===== config.mk =====
export PLATFORM = sky130hd
export DESIGN_NAME = swpl_ram
export DESIGN_NICKNAME = d
export VERILOG_FILES = /design/src/rtl/swpl_ram.sv
export SDC_FILE = /design/constraint.sdc
export NUM_CORES = 2
export LEC_CHECK = 0
export BUFFER_PORTS_ARGS = -buffer_cell sky130_fd_sc_hd__buf_2
export CAP_MARGIN = 20
export CORE_ASPECT_RATIO = 1.25
export CORE_MARGIN = 3
export CORE_UTILIZATION = 45
export DETAILED_ROUTE_END_ITERATION = 12
export SYNTH_ARGS = -nofsm -noshare
export SYNTH_HDL_FRONTEND = slang
export SYNTH_SLANG_ARGS = --single-unit

===== constraint.sdc =====
create_clock -name clk -period 4.1 [get_ports clk]
set_input_delay 0 -clock clk [delete_from_list [all_inputs] [get_ports clk]]
set_output_delay 0 -clock clk [all_outputs]
set_load 0.02 [all_outputs]

===== src/rtl/swpl_ram.sv =====
// Generic single-port-write, single-port-read RAM with registered read data.
// No dependencies.
module swpl_ram #(
    parameter int WIDTH  = 32,
    parameter int DEPTH  = 64,
    parameter int ADDR_W = (DEPTH > 1) ? $clog2(DEPTH) : 1
) (
    input  logic              clk,
    input  logic              we,
    input  logic [ADDR_W-1:0] waddr,
    input  logic [WIDTH-1:0]  wdata,
    input  logic [ADDR_W-1:0] raddr,
    output logic [WIDTH-1:0]  rdata
);

    logic [WIDTH-1:0] mem [DEPTH];

    always_ff @(posedge clk)
    begin
        if (we)
        begin
            mem[waddr] <= wdata;
        end
        rdata <= mem[raddr];
    end

endmodule


* After elaboration in Yosys (flattened, before gate mapping)
Memory sizes are Yosys's and may differ from the RTL's. A register that Yosys moved wholly into a read port is not among the register bits.
Cells that the tools add are included.
** Word-level totals
- Flip-flop bits (word level) :: 0
- Bits in writable memories :: 2048
- Bits of input ports :: 46
- Output and inout port bits :: 32
- Word-level logic and storage cells :: 3
- Memories kept :: 1
** Operators by class
- Multiplexer cells :: 2
** Memories
- mem :: depth 64, bits a word 32, read ports 1, clocked after Yosys merged registers in 1, write ports 1, RTL line 16 : logic [WIDTH-1:0] mem [DEPTH];
** Operators with widths (count)
- 2-to-1 mux 1 bit :: 2

* Longest topological paths before layout
- Depth after elaboration :: 2
- Gate-level depth with buffers :: 10
- Depth with buffers taken out :: 5

* Worst setup path before layout
No wires, ideal clock.
- Path kind :: input-to-reg
- From :: input port waddr[3]
- To :: memory mem[48][0] (enable)
- Data arrival time :: 2699 ps
- Setup slack :: 940 ps
- Cell stages on the path :: 4
- Path buffers :: 1
- Cells stage by stage :: clkbuf_1 nor2b_1 nand4b_1 nor3_1
** RTL lines
- from (decl) :: RTL line 10 : input logic [ADDR_W-1:0] waddr,
- to (decl) :: RTL line 16
Straight into the memory's write port.

==> key figures <==
Outcome
  – Status: finished, final reports clean

Worst setup path
  – Worst reg2reg startpoint: mem[41][12]
  – CP endpoint kind: flop
  – Worst stage delay on the critical path: 0.56 ns
  – Flop-to-flop setup slack: 1.67 ns
  – R2R depth: 5
  – Worst Path Max Fanout: 45
  – RR Endpoint: rdata[12]
  – Required time worst endpoint: 4.86 ns
  – Slowest cell on crit path: dlygate4sd3_1
  – Worst EP arrival: 3.46 ns
  – CP cell instances: dlygate4sd3_1 > buf_6 > buf_4 > or3b_1 > o221ai_1 > a21oi_1 > a21oi_1 > nor2_1 > dlygate4sd3_1
  – CP startpoint kind: input port
  – Setup CP Type: in -> reg

Clock tree
  – CTS root buf: clkbuf_16
  – Reg clk slew, reported paths: 0.06 ns
  – CTS Buf Count: 194
  – CTS Sinks: 2080
  – CTS HTree Levels: 4
  – CTS tree: built
  – Post_cts resized: 0
  – Clock Latency Late Sink: 0.81 ns
  – Max Root-Sink Buffers: 3

Min path
  – Hold wc startpoint: waddr[4]
  – Hold path depth: 3
  – Endpoint, Worst Hold: mem[55][2]
  – Hold crit path type: in -> reg

Finish
  – Nets@finish: 3695
  – Area grow syn2layout: 14.8%
  – Share of post-route cells with drive strength above 1: 0.304

STA
  – Clock skew: 0.0262 ns
  – Tcrit/Tclk final: 0.658
  – Final setup fails: 0
  – Final Hold Viols: 0
  – Peak Freq: 0.371 GHz
  – Min Tclk post-route: 2.70 ns
  – RSZ-0062 raised after global routing: false
  – Post-Route Setup TNS: 0 ns
  – Measured slew at the worst slew-check pin: 1.12 ns
  – Max Slew Vio Count: 0
  – Worst slew margin: 0.256

Floorplan
  – Die H: 473 µm
  – Starting Density: 0.455
  – Core area: 173000 µm²
  – Die area: 180000 µm²
  – I/O pin count: 78
  – Site row count: 170
  – DIE WIDTH: 380 µm

Synthesis
  – Post-Syn Area per Cell: 23.6 µm²
  – Leading area contributor after synthesis: edfxtp_1
  – Synth top area share: 0.783
  – Synth warnings: 0
  – EDFF count, synth: 2048
  – Seq/Total Area, Yosys: 0.791
  – Post-Synthesis Cells: 3324
  – Primary FF master, synth: edfxtp_1
  – Register bit total from synthesis: 2080
  – Synth top area cells: edfxtp_1 78%, mux4_2 16%, mux2i_1 1.2%
  – Synthesized area: 78500 µm²
  – Cell variety after synth: 34
  – Net Count, Synth: 3370
  – FFs w/ async S/R, synth: 0

GRT
  – GR Overflow Total: 0
  – First-pass GRT wire length: 283 mm
  – Vias in the first global route: 37800
  – Largest net degree at the start of global routing: 86
  – Initial antenna violation count: 15
  – GRT Overall Usage: 0.221

Pwr
  – Sequential power share: 0.539
  – Max rail drop VDD: 361 µV
  – Clock share of power: 0.410
  – Switching part of the total power: 0.209
  – Int Pwr: 0.0347 W
  – Pwr Density: 487 nW/µm²
  – Comb power frac: 0.051
  – Leakage power: 28.1 nW
  – Overall Power: 0.0439 W
  – NetSw: 0.00916 W

Detailed routing
  – ANT nets after route: 0
  – Drt wl/cell: 32.1 µm
  – Initial DRC Count: 4009
  – Residual DRC: 0
  – DR pass1 iterations: 7
  – DRT Wirelength: 197 mm
  – Vias per cell: 5.97
  – Via count of the routed design: 36600

Placed design
  – Hpwl dp: 113 mm
  – PortBufs: 77
  – Global placer's final weighted congestion: 0.776

Job
  – Max-cap viol count: 0
[how the worst max path moves through the flow]
stage / end / startpoint / slack [ns] / cells past startpoint
6_report: rdata[12] / raddr[3] / 1.40 / 9
5_1_grt: rdata[12] / raddr[3] / 1.36 / 9
4_1_cts: rdata[12] / raddr[3] / 1.40 / 9
3_5_place_dp: rdata[4] / raddr[1] / 1.07 / 7
3_3_place_gp: rdata[4] / raddr[1] / 1.07 / 7
2_1_floorplan: mem[48][0] / waddr[3] / 0.94 / 4
[layer usage]
layer / up-vias / share of wire / track usage
met2: 1431 / 0.50 / 0.363
met4: 10 / 0.021 / 0.0574
met1: 20100 / 0.41 / 0.312
met3: 229 / 0.068 / 0.0336
met5: - / 0.00031 / 0
li1: 14900 / - / -
[power by group through the flow]
stage | clock [W] | sequential [W] | combinational (W)
floorplan | 0 | 0.0241 | 0.00114
global placement | 0 | 0.0241 | 0.00218
detailed placement | 0 | 0.0241 | 0.00221
CTS | 0.0183 | 0.0236 | 0.00225
global route | 0.0191 | 0.0236 | 0.00239
finish | 0.0180 | 0.0236 | 0.00225
[cell type report]
class,count,area [µm²]
Antenna cell,2,5.00
Clock buffer,248,5350
Clock inverter,110,981
Fill cell,13200,82400
Multi-Input combinational cell,1062,16000
Sequential cell,2080,62100
Tap cell,2322,2910
Timing Repair Buffer,311,2770
[state kept, by name, indices dropped and copies added (netlist names)]
signal	cells
mem	2048
rdata	32
[Yosys cell counts, types with 12 or more instances]
master,instances
o221ai_1,27
edfxtp_1,2048
buf_1,21
nor2b_1,15
mux2i_1,93
nand2_1,26
buf_2,57
a22oi_1,12
o22ai_1,84
clkbuf_1,74
buf_4,25
dfxtp_1,32
a21oi_1,62
mux4_2,544
nor2_1,137
[layout by cell type, fill, tap and decap left out, drive strengths merged, types with 3 or more instances in the layout]
cell type,n
a22oi,12
or3b,5
mux2i,93
nand3,5
nand3b,5
nand2,26
buf,268
o22ai,84
nor2,137
a311oi,8
clkbuf,248
o32ai,4
and3,4
edfxtp,2048
dfxtp,32
nand2b,8
or2,3
o221ai,27
clkinvlp,5
a21oi,62
or3,3
nor3,7
a41o,4
bufinv,18
nor2b,15
clkinv,85
dlygate4sd3,43
mux4,544
[per-stage QoR]
step	instances	cell area [µm²]	setup slack (ns)	util	hold WS, ns
2_1_floorplan	3324	78500	0.940	-	0.0989
3_3_place_gp	5713	83000	1.07	0.481	0.425
3_5_place_dp	5713	83000	1.07	0.481	0.422
4_1_cts	6114	89700	1.40	0.520	0.0334
5_1_grt	6134	90100	1.36	0.522	0.0755
6_report	6135	90100	1.40	0.522	0.0786
[kinds of logic after synthesis]
logic type,share of synthesized area
flops,0.791
compound gates,0.0167
mux,0.168
buf+inv,0.0113
simple gates,0.0127
[worst max-delay path: cells and delay by family]
kind            cells  cell delay (ns)
compound gates      3             0.71
buf+inv             4             2.13
simple gates        2             0.54
[timing repair]
action | CTS | global route
setup buffers | 0 | 0
endpoints found under the hold margin | 1860 | 0
hold buffers | 43 | 0
No activity file was read; power rests on OpenSTA's default activity.
