## src/rtl/swpl_pkg.sv

```systemverilog
// Shared types and constants for the sequence window position lookup.
// Field widths, action and register codes, reset values and the config struct.
// No dependencies.
package swpl_pkg;

    localparam int ACTION_W     = 2;
    localparam int WORD_INDEX_W = 7;
    localparam int WORD_W       = 32;
    localparam int ENTRY_W      = 12;
    localparam int POS_W        = 12;
    localparam int CODE_W       = 31;
    localparam int WIN_W        = 5;
    localparam int SEQ_BITS_W   = 13;
    localparam int OFF_W        = 5;
    localparam int PADDR_W      = 3;
    localparam int PDATA_W      = 32;

    localparam int SEQ_WORDS_DEF   = 128;
    localparam int TABLE_DEPTH_DEF = 4096;

    localparam logic [WIN_W-1:0]      WINDOW_BITS_RST   = 5'd16;
    localparam logic [SEQ_BITS_W-1:0] SEQUENCE_BITS_RST = 13'd4096;

    localparam logic [ACTION_W-1:0] ACT_LOAD_WORD  = 2'd0;
    localparam logic [ACTION_W-1:0] ACT_LOAD_ENTRY = 2'd1;
    localparam logic [ACTION_W-1:0] ACT_LOOKUP     = 2'd2;
    localparam logic [ACTION_W-1:0] ACT_READ_CODE  = 2'd3;

    localparam logic REG_WINDOW_BITS   = 1'b0;
    localparam logic REG_SEQUENCE_BITS = 1'b1;

    typedef struct packed {
        logic [WIN_W-1:0]      window_bits;
        logic [SEQ_BITS_W-1:0] sequence_bits;
    } cfg_t;

endpackage

```

## src/rtl/swpl_cfg.sv

```systemverilog
// APB-style configuration registers: window_bits and sequence_bits.
// Depends on swpl_pkg for register codes, reset values and cfg_t.
module swpl_cfg (
    input  logic                           clk,
    input  logic                           rst_n,
    input  logic                           psel,
    input  logic                           penable,
    input  logic                           pwrite,
    input  logic [swpl_pkg::PADDR_W-1:0]   paddr,
    input  logic [swpl_pkg::PDATA_W-1:0]   pwdata,
    output logic [swpl_pkg::PDATA_W-1:0]   prdata,
    output logic                           pready,
    output swpl_pkg::cfg_t                 cfg
);

    logic                                 reg_index;
    logic                                 wr_en;
    logic [swpl_pkg::WIN_W-1:0]           window_bits_reg;
    logic [swpl_pkg::WIN_W-1:0]           window_bits_next;
    logic [swpl_pkg::SEQ_BITS_W-1:0]      sequence_bits_reg;
    logic [swpl_pkg::SEQ_BITS_W-1:0]      sequence_bits_next;

    assign pready    = 1'b1;
    assign reg_index = paddr[2];
    assign wr_en     = psel & penable & pwrite & pready;

    always_comb
    begin
        window_bits_next   = window_bits_reg;
        sequence_bits_next = sequence_bits_reg;
        prdata             = '0;
        case (reg_index)
            swpl_pkg::REG_WINDOW_BITS:
            begin
                prdata = swpl_pkg::PDATA_W'(window_bits_reg);
                if (wr_en)
                begin
                    window_bits_next = pwdata[swpl_pkg::WIN_W-1:0];
                end
            end
            swpl_pkg::REG_SEQUENCE_BITS:
            begin
                prdata = swpl_pkg::PDATA_W'(sequence_bits_reg);
                if (wr_en)
                begin
                    sequence_bits_next = pwdata[swpl_pkg::SEQ_BITS_W-1:0];
                end
            end
            default:
            begin
                prdata = '0;
            end
        endcase
    end

    always_ff @(posedge clk or negedge rst_n)
    begin
        if (!rst_n)
        begin
            window_bits_reg   <= swpl_pkg::WINDOW_BITS_RST;
            sequence_bits_reg <= swpl_pkg::SEQUENCE_BITS_RST;
        end
        else
        begin
            window_bits_reg   <= window_bits_next;
            sequence_bits_reg <= sequence_bits_next;
        end
    end

    assign cfg.window_bits   = window_bits_reg;
    assign cfg.sequence_bits = sequence_bits_reg;

endmodule

```

## config.mk

```make
export PLATFORM = sky130hd
export DESIGN_NAME = swpl_cfg
export DESIGN_NICKNAME = d
export VERILOG_FILES = /design/src/rtl/swpl_pkg.sv /design/src/rtl/swpl_cfg.sv
export SDC_FILE = /design/constraint.sdc
export NUM_CORES = 1
export LEC_CHECK = 0
export BUFFER_PORTS_ARGS = -buffer_cell sky130_fd_sc_hd__buf_4
export CAP_MARGIN = 20
export CORE_AREA = 2 2 45 78
export CTS_BUF_LIST = sky130_fd_sc_hd__clkbuf_8 sky130_fd_sc_hd__clkbuf_16
export CTS_CLUSTER_DIAMETER = 50
export DETAILED_ROUTE_END_ITERATION = 10
export DIE_AREA = 0 0 47 80
export PLACE_DENSITY = 0.85
export SLEW_MARGIN = 10
export SYNTH_ARGS = -nofsm -noshare
export SYNTH_HDL_FRONTEND = slang
export SYNTH_SLANG_ARGS = --single-unit
```

## constraint.sdc

```tcl
create_clock -name clk -period 1 [get_ports clk]
set_clock_uncertainty 0.2 [all_clocks]
set_input_delay 0.05 -clock clk [delete_from_list [all_inputs] [get_ports clk]]
set_output_delay 0.05 -clock clk [all_outputs]
set_load 0.005 [all_outputs]
```

## Word level (Yosys, flattened, before mapping)

Cells that the tools add are included.

| word-level totals | value |
|---|---|
| bits in registers | 18 |
| bits of input ports | 40 |
| output and inout bits | 51 |

| cells by class | value |
|---|---|
| mux-type cells | 1 |
| bitwise operators | 3 |
| reduce and logical (&&, ||, !) cells | 2 |

Operators by type and width:

| operator | number |
|---|---|
| one-hot mux 32 bit (2 select lines) | 1 |
| AND reduction 2 bit | 2 |
| AND 1 bit | 2 |
| inverter 1 bit | 1 |

## Logic depth before layout (Yosys ltp)

Gate-level depths: netlist (run 1).

| logic depth | value |
|---|---|
| word-level depth | 3 |
| depth in mapped cells | 3 |
| gate-level depth less buffers | 2 |

## Least setup slack after synthesis (run 1)

Ideal clock, no wire load.

| timing path | value |
|---|---|
| path type | input-to-reg |
| start | in pwrite |
| end | reg sequence_bits_reg[0] (netlist bit) |
| library setup time | 0.125 ns |
| data arrival time | 0.662 ns |
| required time | 0.675 ns |
| path slack | 0.013 ns |
| stages | 3 |
| path buffers | 1 |
| path through | nand4_2 -> buf_6 -> mux2_4 |

| on the way | value |
|---|---|
| longest elaborated chain between the ends | 2 |

RTL lines:

| element | line | text |
|---|---|---|
| from (decl) | swpl_cfg.sv:8 | `input logic pwrite,` |
| AND 1 bit | swpl_cfg.sv:25 | `assign wr_en = psel & penable & pwrite & pready;` |
| AND reduction 2 bit (no line) | -- |  |
| to (signal assigned) | swpl_cfg.sv:61 | `sequence_bits_reg <= swpl_pkg::SEQUENCE_BITS_RST;` |
| to (signal assigned) | swpl_cfg.sv:66 | `sequence_bits_reg <= sequence_bits_next;` |
| to (decl) | swpl_cfg.sv:20 | `logic [swpl_pkg::SEQ_BITS_W-1:0] sequence_bits_reg;` |

No other way between the ends.
A chain may end at the register's enable or synchronous reset.

## Worst setup path in the final report (run 1)

| timing path | value |
|---|---|
| start | reg window_bits_reg[0] (netlist bit) |
| end | out prdata[0] (netlist bit) |

| on the way | value |
|---|---|
| longest elaborated chain between the ends | 1 |

RTL lines:

| element | line | text |
|---|---|---|
| from (decl) | swpl_cfg.sv:18 | `logic [swpl_pkg::WIN_W-1:0] window_bits_reg;` |
| from (signal assigned) | swpl_cfg.sv:60 | `window_bits_reg <= swpl_pkg::WINDOW_BITS_RST;` |
| from (signal assigned) | swpl_cfg.sv:65 | `window_bits_reg <= window_bits_next;` |
| one-hot mux 32 bit (2 select lines) | swpl_cfg.sv:32 | `case (reg_index)` |
| to (decl) | swpl_cfg.sv:11 | `output logic [swpl_pkg::PDATA_W-1:0] prdata,` |

No other way between the ends. The select of a mux whose other input is x is not followed.

==> results of run 1 <==
[placed cells by master, fill, tap and decap left out]
cell type,netlist,routed
dfstp_2,2,2
mux2_4,10,18
clkbuf_8,0,4
dlygate4sd3_1,0,2
buf_6,1,37
buf_4,20,40
dfrtp_1,16,16
and2_1,8,8
conb_1,2,20
mux2_2,13,5
nand4_2,1,1
nand4b_1,1,1
[how the worst min path moves through the flow]
stage / endpoint / cells after the start
finish: sequence_bits_reg[10] / 2
global route: sequence_bits_reg[5] / 2
CTS: sequence_bits_reg[5] / 2
detailed placement: sequence_bits_reg[9] / 1
global placement: sequence_bits_reg[9] / 1
floorplan: sequence_bits_reg[0] / 0
[synthesized netlist by cell type]
library cell  count  area (um^2)
and2_1            8         50.1
buf_4            20          150
buf_6             1         11.3
clkbuf_1          1         3.75
conb_1            2         7.51
dfrtp_1          16          400
dfstp_2           2         52.6
mux2_2           13          146
mux2_4           10          150
nand4_2           1         12.5
nand4b_1          1         8.76
[through the flow]
stage	area [um^2]	utilization, %
after floorplan	1060	-
after global placement	1390	44.6
after detailed placement	1390	44.6
after CTS	1700	54.6
after global routing	1770	57.0
final	1770	57.0
[cells by family after synthesis]
family | count (synthesis) | share of synthesized area, %
muxes | 23 | 29.8
buffers and inverters | 22 | 16.6
DFF | 18 | 45.6
and+or+nand+nor | 10 | 7.18
other | 2 | 0.756
[worst reg2reg max path, delay by kind of cell (launching register included)]
kind	cells	cell delay, ps
DFF	1	410
buffers and inverters	2	260
muxes	1	250
[power by group]
part | leakage [nW] | internal, mW | switching (mW)
clock | 0.0288 | 0.349 | 0.240
combinational | 0.707 | 1.06 | 0.396
sequential | 0.213 | 0.903 | 0.128
[routing by layer]
metal | vias to the layer above | wire [um] | GRT usage [%]
li1 | 367 | - | -
met1 | 369 | 790 | 12.6
met2 | 55 | 1480 | 24.8
met3 | 0 | 230 | 2.94
met4 | 0 | 0 | 3.33
met5 | - | 0 | 0
[final cells by class]
cell class | instances | area, um^2
fill | 283 | 1340
timing repair buffer | 79 | 737
clock buffer | 4 | 55.1
multi-input combinational | 53 | 473
sequential | 18 | 453
tap | 43 | 53.8
[repair_timing]
item | in CTS | in global routing
resized for setup | 35 | 13
gates cloned | 0 | 0
pin swaps | 8 | 0
setup endpoints to repair | 31 | 43
buffers inserted | 16 | 9
hold endpoints to repair | 36 | 17
==> impl_metrics.csv, run 1 <==
group,metric,value,unit
critical_path,reg2reg_slack,-220,ps
hold_path,min_from,"pwdata[10]",
clock_tree,cts.sinks,18,
global_routing,grt_pass1_vias,809,
timing,setup_tns,-6570,ps
clock_tree,numCtsBuffers,3,
timing,finalCriticalPeriod,1310,ps
final_layout,fin_nets,195,
final_layout,largest_reg_flops,13,
clock_tree,root_buffer,"clkbuf_8",
synth,yosys_warnings,0,
power_and_ir_drop,leakage,0.949,nW
synth,synth_cells,75,
floorplanning,fp.dieW,47,um
clock_tree,h-tree-depth,1,
power_and_ir_drop,totalPowerFinal,3.08,mW
critical_path,worstPathArrival,1060,ps
critical_path,required,750,ps
critical_path,worstReg2RegEnd,"window_bits_reg[1]",
critical_path,crit_path_end,"prdata[0]",
critical_path,crit_fanout,2,
critical_path,crit_start,"window_bits_reg[0]",
synth,ys_types,11,
placed_design,dp_slack,-144,ps
detailed_routing,route.detailed.drc,0,
detailed_routing,postRouteWirelength,2.51,mm
floorplanning,row_count,27,
critical_path,end_kind,"output port",
floorplanning,core-area,0.00311,mm^2
synth,avgSynthCellArea,13.2,um^2
detailed_routing,drt-initial-drc-count,4,
timing,whs,-169,ps
clock_tree,cts_tree,"yes",
timing,slew_viol_final,0,
timing,fmax,761,MHz
run,cap_violations,0,
critical_path,crit_chain,"mux2_4, buf_6",
critical_path,reg2regPathDepth,3,
final_layout,synthToLayoutAreaGrowth,78.3,%
status,violations,"negative hold slack, negative setup slack",
final_layout,final_layout_size_suffix_gt1_share,69.5,%
placed_design,dp_hpwl,1.74,mm
timing,setup-violations-final,43,
synth,ys_ff_latch,18,
final_layout,fin_cells,197,
global_routing,grt_pass1_wl,3.55,mm
placed_design,finalWeightedCongestion,0.711,
synth,syn_area,993,um^2
hold_path,hp-class,"in -> reg",
clock_tree,insertion_delay,240,ps
floorplanning,initial_core_util,32.0,%
clock_tree,cts_max_path_buffers,2,
critical_path,cp_num_buf_inv,1,
global_routing,grt_max_degree,19,
power_and_ir_drop,max-vdd-ir-drop,1010,uV
global_routing,grt_antenna_before_repair,0,
synth,yosysSeqAreaShare,45.6,%
placed_design,place_inst,172,
timing,hold_viol,17,
timing,rsz0062_at_grt,"yes",
floorplanning,die_h,80,um
critical_path,critical_path_class,"reg -> out",
critical_path,cp-start-kind,"flop",
detailed_routing,avgRoutedWirePerCell,12.7,um
critical_path,cp.depth,2,
placed_design,io_buffers,49,
detailed_routing,dr.pass1.iters,2,
global_routing,grt.overflow.total,0,
clock_tree,clk_pin_slew,70,ps
timing,min_period_over_period,131,%
status,outcome,"finished with violations",
clock_tree,hold_buffers,2,
detailed_routing,viasPerCell,4.02,
power_and_ir_drop,power.density,1740,mW/mm^2
floorplanning,io_pins,91,
detailed_routing,drtAntennaViolNets,0,
critical_path,r2r_start,"window_bits_reg[1]",
critical_path,slowest_delay,400,ps
critical_path,crit_family,"flip-flops",
final_layout,n_antenna_cell,0,
floorplanning,die_area,0.00376,mm^2
timing,fin_ws,-313,ps
detailed_routing,routed-via-count,791,
global_routing,grt_util_all_layers,12.9,%
critical_path,cp_slowest_cell,"dfrtp_1",
Note: power is estimated with default switching activity, not from simulation.
==> inputs of run 2 (changes only) <==
==> constraint.sdc (replaced) <==
create_clock -name clk -period 1 [get_ports clk]
set_clock_uncertainty 0.2 [all_clocks]
set_input_delay 0.1 -clock clk [delete_from_list [all_inputs] [get_ports clk]]
set_output_delay 0.1 -clock clk [all_outputs]
set_load 0.005 [all_outputs]
==> impl_metrics.csv, run 2 (synthesized netlist as in run 1, its figures left out) <==
group,metric,value,unit
timing,rsz0062_at_grt,"yes",
final_layout,fin_nets,194,
final_layout,fillers,257,
floorplanning,core-area,0.00311,mm^2
clock_tree,hold_buffers,1,
detailed_routing,routed-via-count,814,
final_layout,fin_cells,196,
clock_tree,insertion_delay,250,ps
critical_path,crit_chain,"mux2_4, buf_6",
floorplanning,io_pins,91,
critical_path,cp_slowest_cell,"dfrtp_1",
critical_path,crit_start,"window_bits_reg[2]",
critical_path,cp_num_buf_inv,1,
critical_path,crit_path_end,"prdata[2]",
global_routing,grt.overflow.total,0,
detailed_routing,wl_met1,945,um
power_and_ir_drop,leakage,0.970,nW
detailed_routing,wl_met3,157,um
detailed_routing,viasPerCell,4.15,
critical_path,reg2regPathDepth,3,
global_routing,grt_max_degree,19,
placed_design,dp_hpwl,1.82,mm
floorplanning,initial_core_util,32.0,%
detailed_routing,met2_length,1.53,mm
clock_tree,numCtsBuffers,3,
timing,slew_viol_final,0,
clock_tree,cts_max_path_buffers,2,
clock_tree,cts_tree,"yes",
critical_path,cp.depth,2,
detailed_routing,avgRoutedWirePerCell,13.5,um
final_layout,final_cell_mix,"buf_6 (44), buf_4 (32), mux2_4 (20), conb_1 (20), dfrtp_1 (16)",
timing,fmax,739,MHz
clock_tree,cts.sinks,18,
critical_path,required,700,ps
critical_path,cp-start-kind,"flop",
timing,setup-violations-final,46,
run,cap_violations,0,
detailed_routing,drtAntennaViolNets,0,
power_and_ir_drop,max-vdd-ir-drop,1030,uV
hold_path,hp-class,"in -> reg",
floorplanning,die_h,80,um
power_and_ir_drop,totalPowerFinal,3.17,mW
timing,min_period_over_period,135,%
timing,whs,-120,ps
global_routing,grt_antenna_before_repair,0,
timing,setup_tns,-8280,ps
critical_path,worstReg2RegEnd,"sequence_bits_reg[7]",
power_and_ir_drop,power.density,1740,mW/mm^2
critical_path,crit_fanout,3,
status,outcome,"finished with violations",
critical_path,critical_path_class,"reg -> out",
timing,finalCriticalPeriod,1350,ps
placed_design,placed_area,0.00139,mm^2
placed_design,io_buffers,49,
floorplanning,row_count,27,
placed_design,finalWeightedCongestion,0.662,
global_routing,grt_pass1_vias,805,
timing,fin_ws,-352,ps
final_layout,final_area,0.00182,mm^2
detailed_routing,dr.pass1.iters,3,
global_routing,grt_pass1_wl,3.90,mm
critical_path,r2r_start,"sequence_bits_reg[7]",
status,violations,"negative hold slack, negative setup slack",
floorplanning,die_area,0.00376,mm^2
critical_path,slowest_delay,400,ps
critical_path,end_kind,"output port",
critical_path,worstPathArrival,1050,ps
timing,hold_viol,18,
final_layout,final_common_cell,"buf_6",
final_layout,n_antenna_cell,0,
floorplanning,fp.dieW,47,um
placed_design,place_inst,170,
final_layout,largest_reg_flops,13,
detailed_routing,drt-initial-drc-count,6,
final_layout,synthToLayoutAreaGrowth,83.4,%
global_routing,grt_util_all_layers,14.7,%
clock_tree,root_buffer,"clkbuf_8",
detailed_routing,highest_layer,"met4",
critical_path,crit_family,"flip-flops",
detailed_routing,postRouteWirelength,2.66,mm
clock_tree,h-tree-depth,1,
clock_tree,clk_pin_slew,70,ps
final_layout,final_layout_size_suffix_gt1_share,71.2,%
detailed_routing,route.detailed.drc,0,
critical_path,reg2reg_slack,-210,ps
run 2: changes by cell type in the layout (fill, tap and decap cells not counted), sizes merged:
cell         delta
dlygate4sd3     -1
run 2: cell type report:
type | count | area (um^2) | area share, %
multi-input combinational | 53 | 494 | 27.1
timing repair buffer | 78 | 766 | 42.0
tap | 43 | 53.8 | 2.95
sequential | 18 | 453 | 24.9
clock buffer | 4 | 55.1 | 3.02
run 2: power breakdown:
group	total (mW)	switching, mW	leakage, nW	internal (mW)
clock	0.587	0.238	0.0288	0.349
sequential	1.03	0.130	0.213	0.903
combinational	1.55	0.422	0.728	1.12
total	3.17	0.790	0.970	2.38
run 2: metal layers:
layer / GRT usage [%] / vias to the layer above
li1: - / 368
met1: 15.4 / 393
met2: 27.4 / 49
met3: 2.26 / 4
met4: 5.00 / 0
met5: 0 / -
run 2: worst min-delay path by stage:
stage	depth (start not counted)	end	from
after floorplan	0	sequence_bits_reg[0]	rst_n
after global placement	1	sequence_bits_reg[5]	rst_n
after detailed placement	1	sequence_bits_reg[5]	rst_n
after CTS	2	sequence_bits_reg[7]	pwdata[7]
after global routing	2	sequence_bits_reg[10]	pwdata[10]
final	2	sequence_bits_reg[12]	pwdata[12]
run 2: metrics by stage:
stage / hold WS, ps / util [%] / setup WS (ps)
after global routing: -133 / 58.6 / -391
final: -120 / 58.6 / -352
after floorplan: -396 / - / -0.534
after detailed placement: -212 / 44.8 / -165
after global placement: -221 / 44.8 / -147
after CTS: -128 / 54.8 / -362
run 2: what timing repair did:
action | in CTS | in global routing
setup endpoints to repair | 32 | 46
resized for setup | 40 | 19
pin swaps | 8 | 1
buffers inserted | 13 | 12
gates cloned | 0 | 0
endpoints found under the hold margin | 36 | 18
